<file path="src/rtl/core/vmapw_pkg.sv">
package vmapw_pkg;

  // Default size of the byte memory behind the block.
  localparam int unsigned MEM_BYTES_DEF = 65536;

  // Configuration register port.
  localparam int unsigned CFG_IDX_W  = 1;
  localparam int unsigned CFG_DATA_W = 32;

  // Configuration register indexes.
  typedef enum logic [CFG_IDX_W-1:0] {
    CFG_PAGING_ENABLE = 1'd0,
    CFG_PAGE_DIR_BASE = 1'd1
  } cfg_reg_e;

  // Access status codes.
  typedef enum logic [1:0] {
    ST_OK          = 2'd0,
    ST_NOT_PRESENT = 2'd1,
    ST_RANGE       = 2'd2
  } status_e;

  // One access request.
  typedef struct packed {
    logic        action;
    logic [31:0] virt_addr;
    logic [2:0]  length;
    logic [31:0] write_data;
  } vmapw_in_t;

  // One access result.
  typedef struct packed {
    logic [31:0] read_data;
    logic [31:0] phys_addr;
    logic [1:0]  status;
  } vmapw_out_t;

  // Commands from the controller to the datapath.
  typedef struct packed {
    logic    load;       // capture a new request
    logic    walk_dir;   // read the directory entry
    logic    walk_tab;   // read the table entry
    logic    rec_walk;   // record the address produced by a walk
    logic    rec_seq;    // record the address that follows the previous byte, or the virtual address for byte zero
    logic    data_req;   // write a byte, or start a byte read
    logic    data_cap;   // capture the byte that was read
    logic    next_byte;  // advance the byte counter
    logic    clr_idx;    // restart the byte counter
    logic    fail;       // record a failure
    status_e fail_code;
    logic    out_load;   // move the result into the output register
  } vmapw_cmd_t;

  // Status from the datapath to the controller.
  typedef struct packed {
    logic need_walk;
    logic last;
    logic wr_access;
    logic dir_oor;
    logic dir_np;
    logic tab_oor;
    logic seq_pa_oor;
    logic walk_pa_oor;
  } vmapw_sts_t;

endpackage

</file>
<file path="src/rtl/core/vmapw_ctrl.sv">
module vmapw_ctrl (
  input  logic                  clk_i,
  input  logic                  rst_ni,
  input  logic                  in_valid_i,
  output logic                  in_stall_o,
  output logic                  out_valid_o,
  input  logic                  out_stall_i,
  input  vmapw_pkg::vmapw_sts_t sts_i,
  output vmapw_pkg::vmapw_cmd_t cmd_o
);
  import vmapw_pkg::*;

  typedef enum logic [7:0] {
    S_IDLE  = 8'b0000_0001,
    S_XLATE = 8'b0000_0010,
    S_WDIR  = 8'b0000_0100,
    S_WTAB  = 8'b0000_1000,
    S_WEND  = 8'b0001_0000,
    S_DATA  = 8'b0010_0000,
    S_CAPT  = 8'b0100_0000,
    S_DONE  = 8'b1000_0000
  } state_e;

  state_e state_q, state_d;
  logic   out_valid_q, out_valid_d;
  logic   out_free;

  assign out_free = !out_valid_q || !out_stall_i;

  // Sequencing of walks and byte accesses.
  always_comb begin
    state_d = state_q;
    cmd_o   = '0;
    cmd_o.fail_code = ST_OK;
    case (state_q)
      S_IDLE: begin
        if (in_valid_i) begin
          cmd_o.load = 1'b1;
          state_d    = S_XLATE;
        end
      end
      S_XLATE: begin
        if (sts_i.need_walk) begin
          state_d = S_WDIR;
        end else begin
          cmd_o.rec_seq = 1'b1;
          if (sts_i.seq_pa_oor) begin
            cmd_o.fail      = 1'b1;
            cmd_o.fail_code = ST_RANGE;
            state_d         = S_DONE;
          end else if (sts_i.last) begin
            cmd_o.clr_idx = 1'b1;
            state_d       = S_DATA;
          end else begin
            cmd_o.next_byte = 1'b1;
          end
        end
      end
      S_WDIR: begin
        if (sts_i.dir_oor) begin
          cmd_o.fail      = 1'b1;
          cmd_o.fail_code = ST_RANGE;
          state_d         = S_DONE;
        end else begin
          cmd_o.walk_dir = 1'b1;
          state_d        = S_WTAB;
        end
      end
      S_WTAB: begin
        if (sts_i.dir_np) begin
          cmd_o.fail      = 1'b1;
          cmd_o.fail_code = ST_NOT_PRESENT;
          state_d         = S_DONE;
        end else if (sts_i.tab_oor) begin
          cmd_o.fail      = 1'b1;
          cmd_o.fail_code = ST_RANGE;
          state_d         = S_DONE;
        end else begin
          cmd_o.walk_tab = 1'b1;
          state_d        = S_WEND;
        end
      end
      S_WEND: begin
        cmd_o.rec_walk = 1'b1;
        if (sts_i.walk_pa_oor) begin
          cmd_o.fail      = 1'b1;
          cmd_o.fail_code = ST_RANGE;
          state_d         = S_DONE;
        end else if (sts_i.last) begin
          cmd_o.clr_idx = 1'b1;
          state_d       = S_DATA;
        end else begin
          cmd_o.next_byte = 1'b1;
          state_d         = S_XLATE;
        end
      end
      S_DATA: begin
        cmd_o.data_req = 1'b1;
        if (!sts_i.wr_access) begin
          state_d = S_CAPT;
        end else if (sts_i.last) begin
          state_d = S_DONE;
        end else begin
          cmd_o.next_byte = 1'b1;
        end
      end
      S_CAPT: begin
        cmd_o.data_cap = 1'b1;
        if (sts_i.last) begin
          state_d = S_DONE;
        end else begin
          cmd_o.next_byte = 1'b1;
          state_d         = S_DATA;
        end
      end
      S_DONE: begin
        if (out_free) begin
          cmd_o.out_load = 1'b1;
          state_d        = S_IDLE;
        end
      end
      default: begin
        state_d = S_IDLE;
      end
    endcase
  end

  // Output valid: set when a result is loaded, cleared once it is taken.
  always_comb begin
    out_valid_d = out_valid_q;
    if (cmd_o.out_load) begin
      out_valid_d = 1'b1;
    end else if (out_valid_q && !out_stall_i) begin
      out_valid_d = 1'b0;
    end
  end

  always_ff @(posedge clk_i or negedge rst_ni) begin
    if (!rst_ni) begin
      state_q     <= S_IDLE;
      out_valid_q <= 1'b0;
    end else begin
      state_q     <= state_d;
      out_valid_q <= out_valid_d;
    end
  end

  assign in_stall_o  = (state_q != S_IDLE);
  assign out_valid_o = out_valid_q;

endmodule

</file>
<file path="config.mk">
export PLATFORM = sky130hd
export DESIGN_NAME = vmapw_ctrl
export DESIGN_NICKNAME = d
export VERILOG_FILES = /design/src/rtl/core/vmapw_pkg.sv /design/src/rtl/core/vmapw_ctrl.sv
export SDC_FILE = /design/constraint.sdc
export NUM_CORES = 1
export LEC_CHECK = 0
export ABC_AREA = 1
export BUFFER_PORTS_ARGS = -buffer_cell sky130_fd_sc_hd__buf_2
export CORE_AREA = 5 5 45 47
export DETAILED_ROUTE_END_ITERATION = 8
export DIE_AREA = 0 0 50 52
export GPL_TIMING_DRIVEN = 0
export PLACE_DENSITY = 0.82
export SLEW_MARGIN = 5
export SYNTH_ARGS = -nofsm -noshare
export SYNTH_HDL_FRONTEND = slang
export SYNTH_SLANG_ARGS = --single-unit
</file>
<file path="constraint.sdc">
create_clock -name clk_i -period 2.9 [get_ports clk_i]
set_clock_uncertainty 0.2 [all_clocks]
set_input_delay 0.58 -clock clk_i [delete_from_list [all_inputs] [get_ports clk_i]]
set_output_delay 0.58 -clock clk_i [all_outputs]
set_load 0.005 [all_outputs]
</file>
==> results by group <==
Status
  • Status: finished, final reports clean

Routing
  • Remaining routing DRC violations: 0
  • DR WL/cell: 11.23 um
  • DRT iter0 DRCs: 19
  • Via/cell ratio: a little over 5
  • DRT Pass-1 Iters: 4
  • Post-route ant nets: 0
  • Via count: 868
  • Total Wirelength: around 1900 um

Critical path
  • Crit path to: cmd_o[2]
  • Cell family with most CP delay: simple AND/OR/NAND/NOR gates
  • Reg-to-reg critical path startpoint: state_q[0]
  • Flop2flop setup slack: approximately 1.3 ns
  • Slowest stage cell, crit path: dfrtp_1
  • Crit. Startpoint: state_q[4]
  • Buf/Inv on CP: 2
  • Register-to-Register Path Depth: 9
  • CP arrival: 1.56 ns
  • Setup CP Type: flop to output port
  • Worst path max stage delay: about 0.4 ns
  • Critical path, cell by cell: nor2_1 > nand2_2 > inv_2 > nand2_1 > o2111ai_1 > buf_2
  • R2R Path End: state_q[7]
  • Peak fanout along the critical path: 7
  • WP data required: 2.12 ns
  • CP startpoint kind: flop
  • Crit path depth: 6
  • Crit path capture type: output port

Power
  • VDD IR max: 0.2978 mV
  • LEAKAGE: ~0.59 nW
  • Overall power: approximately 0.56 mW
  • Cell Pwr Density: between 500 and 600 nW/um^2

Timing
  • Worst-Margin Slew: slightly above 0.2 ns
  • Final setup vio count: 0
  • Final Hold Viols: 0
  • RSZ-0062 raised after global routing: false
  • Final slew viol count: 0
  • Fmax: 426.5 MHz
  • Setup TNS: 0 ns
  • Tcrit/Tclk final: 0.8085
  • Slew HR: 0.8630
  • Post-route minimum period: between 2 and 2.5 ns

Synth
  • Synth Area in Adders: 0
  • Sequential area share after synthesis: 0.2924
  • Synth warn: 0
  • Asr flop ratio synth: 1.000
  • EDFF count, synth: 0
  • Mux cell area share after synthesis: 0
  • Simple-Gate Fraction of Synth Area: 0.5848
  • Post-Synthesis Cell Area: 774.5 um^2
  • Xor/xnor cell area share of the yosys netlist: 0
  • Compound-gate portion of the synthesized area: 0.01131
  • Main combinational cell family by area after synthesis: simple AND/OR/NAND/NOR gates
  • Mapped Cells: between 100 and 150
  • Post-Syn Nets: 135
  • Flops & latches, synth: 9
  • Post-synth cell types: 17
  • Avg Synthesized Cell Area: 6.297 um^2
  • Main flop type after synthesis: dfrtp_1

Die
  • Cell Rows: 15
  • Core area: 1614 um^2
  • Starting density of the core: 0.4798
  • DIE AREA: between 2000 and 3000 um^2
  • Die height: ~52 um
  • Ports: 27
  • Die width: 50 um

Layout
  • Layout Cells excl Fill: 171
  • Multi-input gate area: 461.7 um^2
  • Diode count: 0
  • Layout area overhead: 24.23%
  • Final-stage net count: 167
  • Filler instances: ~160
  • Design area: 962.2 um^2
  • Layout cells sized above 1: 0.3312
  • Register area: 226.5 um^2
  • Final core utilization: 0.5961

CTS
  • # H-tree levels: 1
  • Clk buf depth: 2
  • Clock transition at the registers of the reported paths: approximately 0.06 ns
  • Clk_lat worst skew: 0.25 ns
  • Clk sinks: 9
  • CTS tree: built
  • Num CTS Buffers: 3
  • Setup bufs post-CTS: 0
  • Root Buffer: clkbuf_4

Run
  • Max-cap violation count: 0

Placed design
  • Gpl congestion: 0.8638
  • Port Buffer Count: 26
  • Area post-placement: 925.9 um^2
  • Placed insts: around 170
  • Dpl hpwl: 1620 um

GRT
  • Grt ovf: 0
  • First-pass GRT wire length: ~3400 um
  • GRT Overall Usage: 0.1642
  • Largest net degree at the start of global routing: 10
  • Number of global-route vias before repair: 833
  • Initial antenna violation count: 0

Min path
  • Cells on Worst Hold Path: 2
  • Min-delay worst type: input port to flop
==> kinds of logic after synthesis <==
family                 count (synthesis)
AND/OR/NAND/NOR                       91
AO/OA/AOI/OAI                          1
buffers and inverters                 22
flip-flops                             9
==> timing repair <==
item / in CTS / in global routing
hold endpoints to repair: 8 / 0
resized for setup: 0 / 0
hold buffers: 1 / 0
==> flip-flops by register name (all words and copies together) (netlist names) <==
name	cells
out_valid_o	1
state_q	8
==> cell usage after synthesis (2+ instances only) <==
cell type	number	area share
nand2_2	2	0.016
dfrtp_1	8	0.26
nand3_1	14	0.090
nand3_2	4	0.052
nor2_2	4	0.032
nor2_1	22	0.11
inv_2	3	0.015
nand2_1	35	0.17
nor2_4	5	0.073
nand4_1	2	0.016
inv_1	18	0.087
==> cell type report <==
cell class              count  share of cell area
inverters                  21             0.08192
clock buffers               4             0.02731
flip-flops and latches      9              0.2354
plain buffers               1            0.007802
multi-input cells          92              0.4798
well taps                  17             0.02211
repair buffers             27              0.1456
==> routing by layer <==
layer  vias up  GRT usage  routed length (um)
met1       390     0.1947                 815
li1        441          -                   -
met2        33     0.2887                 972
met4         0    0.06114                  29
met3         4    0.03152                 103
met5         -          0                   0
==> how the worst min path moves through the flow <==
stage,to,startpoint
after floorplan,out_valid_o,rst_ni
after global placement,out_valid_o,rst_ni
after detailed placement,out_valid_o,rst_ni
after CTS,state_q[3],sts_i[4]
after global routing,state_q[3],sts_i[4]
final,state_q[3],sts_i[4]
==> per-stage QoR <==
stage               hold WS [ns]  worst slack [ns]
floorplan                0.08441            0.9543
global route              0.3105            0.4231
finish                    0.3088            0.5554
CTS                       0.3033            0.5688
detailed placement        0.2291            0.6537
global placement          0.2321            0.6652
==> report_power, final <==
| group | internal (mW) | total (mW) | switching, mW |
|---|---|---|---|
| logic | 0.104 | 0.297 | 0.193 |
| clock network | 0.0526 | 0.0900 | 0.0374 |
| registers | 0.154 | 0.176 | 0.0219 |
==> layout by cell type (no fill, tap or decap), drive strengths merged <==
master       netlist  routed
nor3               1       1
dfrtp              8       8
dlygate4sd3        0       1
inv               21      21
nor2              31      31
dfstp              1       1
nand2             38      38
buf                1      27
nand4              2       2
o2111ai            1       1
clkbuf             0       4
nand3             18      18
or2                1       1
==> worst reg2reg max path, stage by stage (launching register included) <==
cell	delay, ns
dfstp_2	0.53
inv_1	0.08
nand2_1	0.09
nor2_1	0.06
nand3_1	0.11
nand2_1	0.06
nor2_1	0.16
nand2_1	0.07
nand2_1	0.06
nand2_1	0.05
No activity file was read; power rests on OpenSTA's default activity.
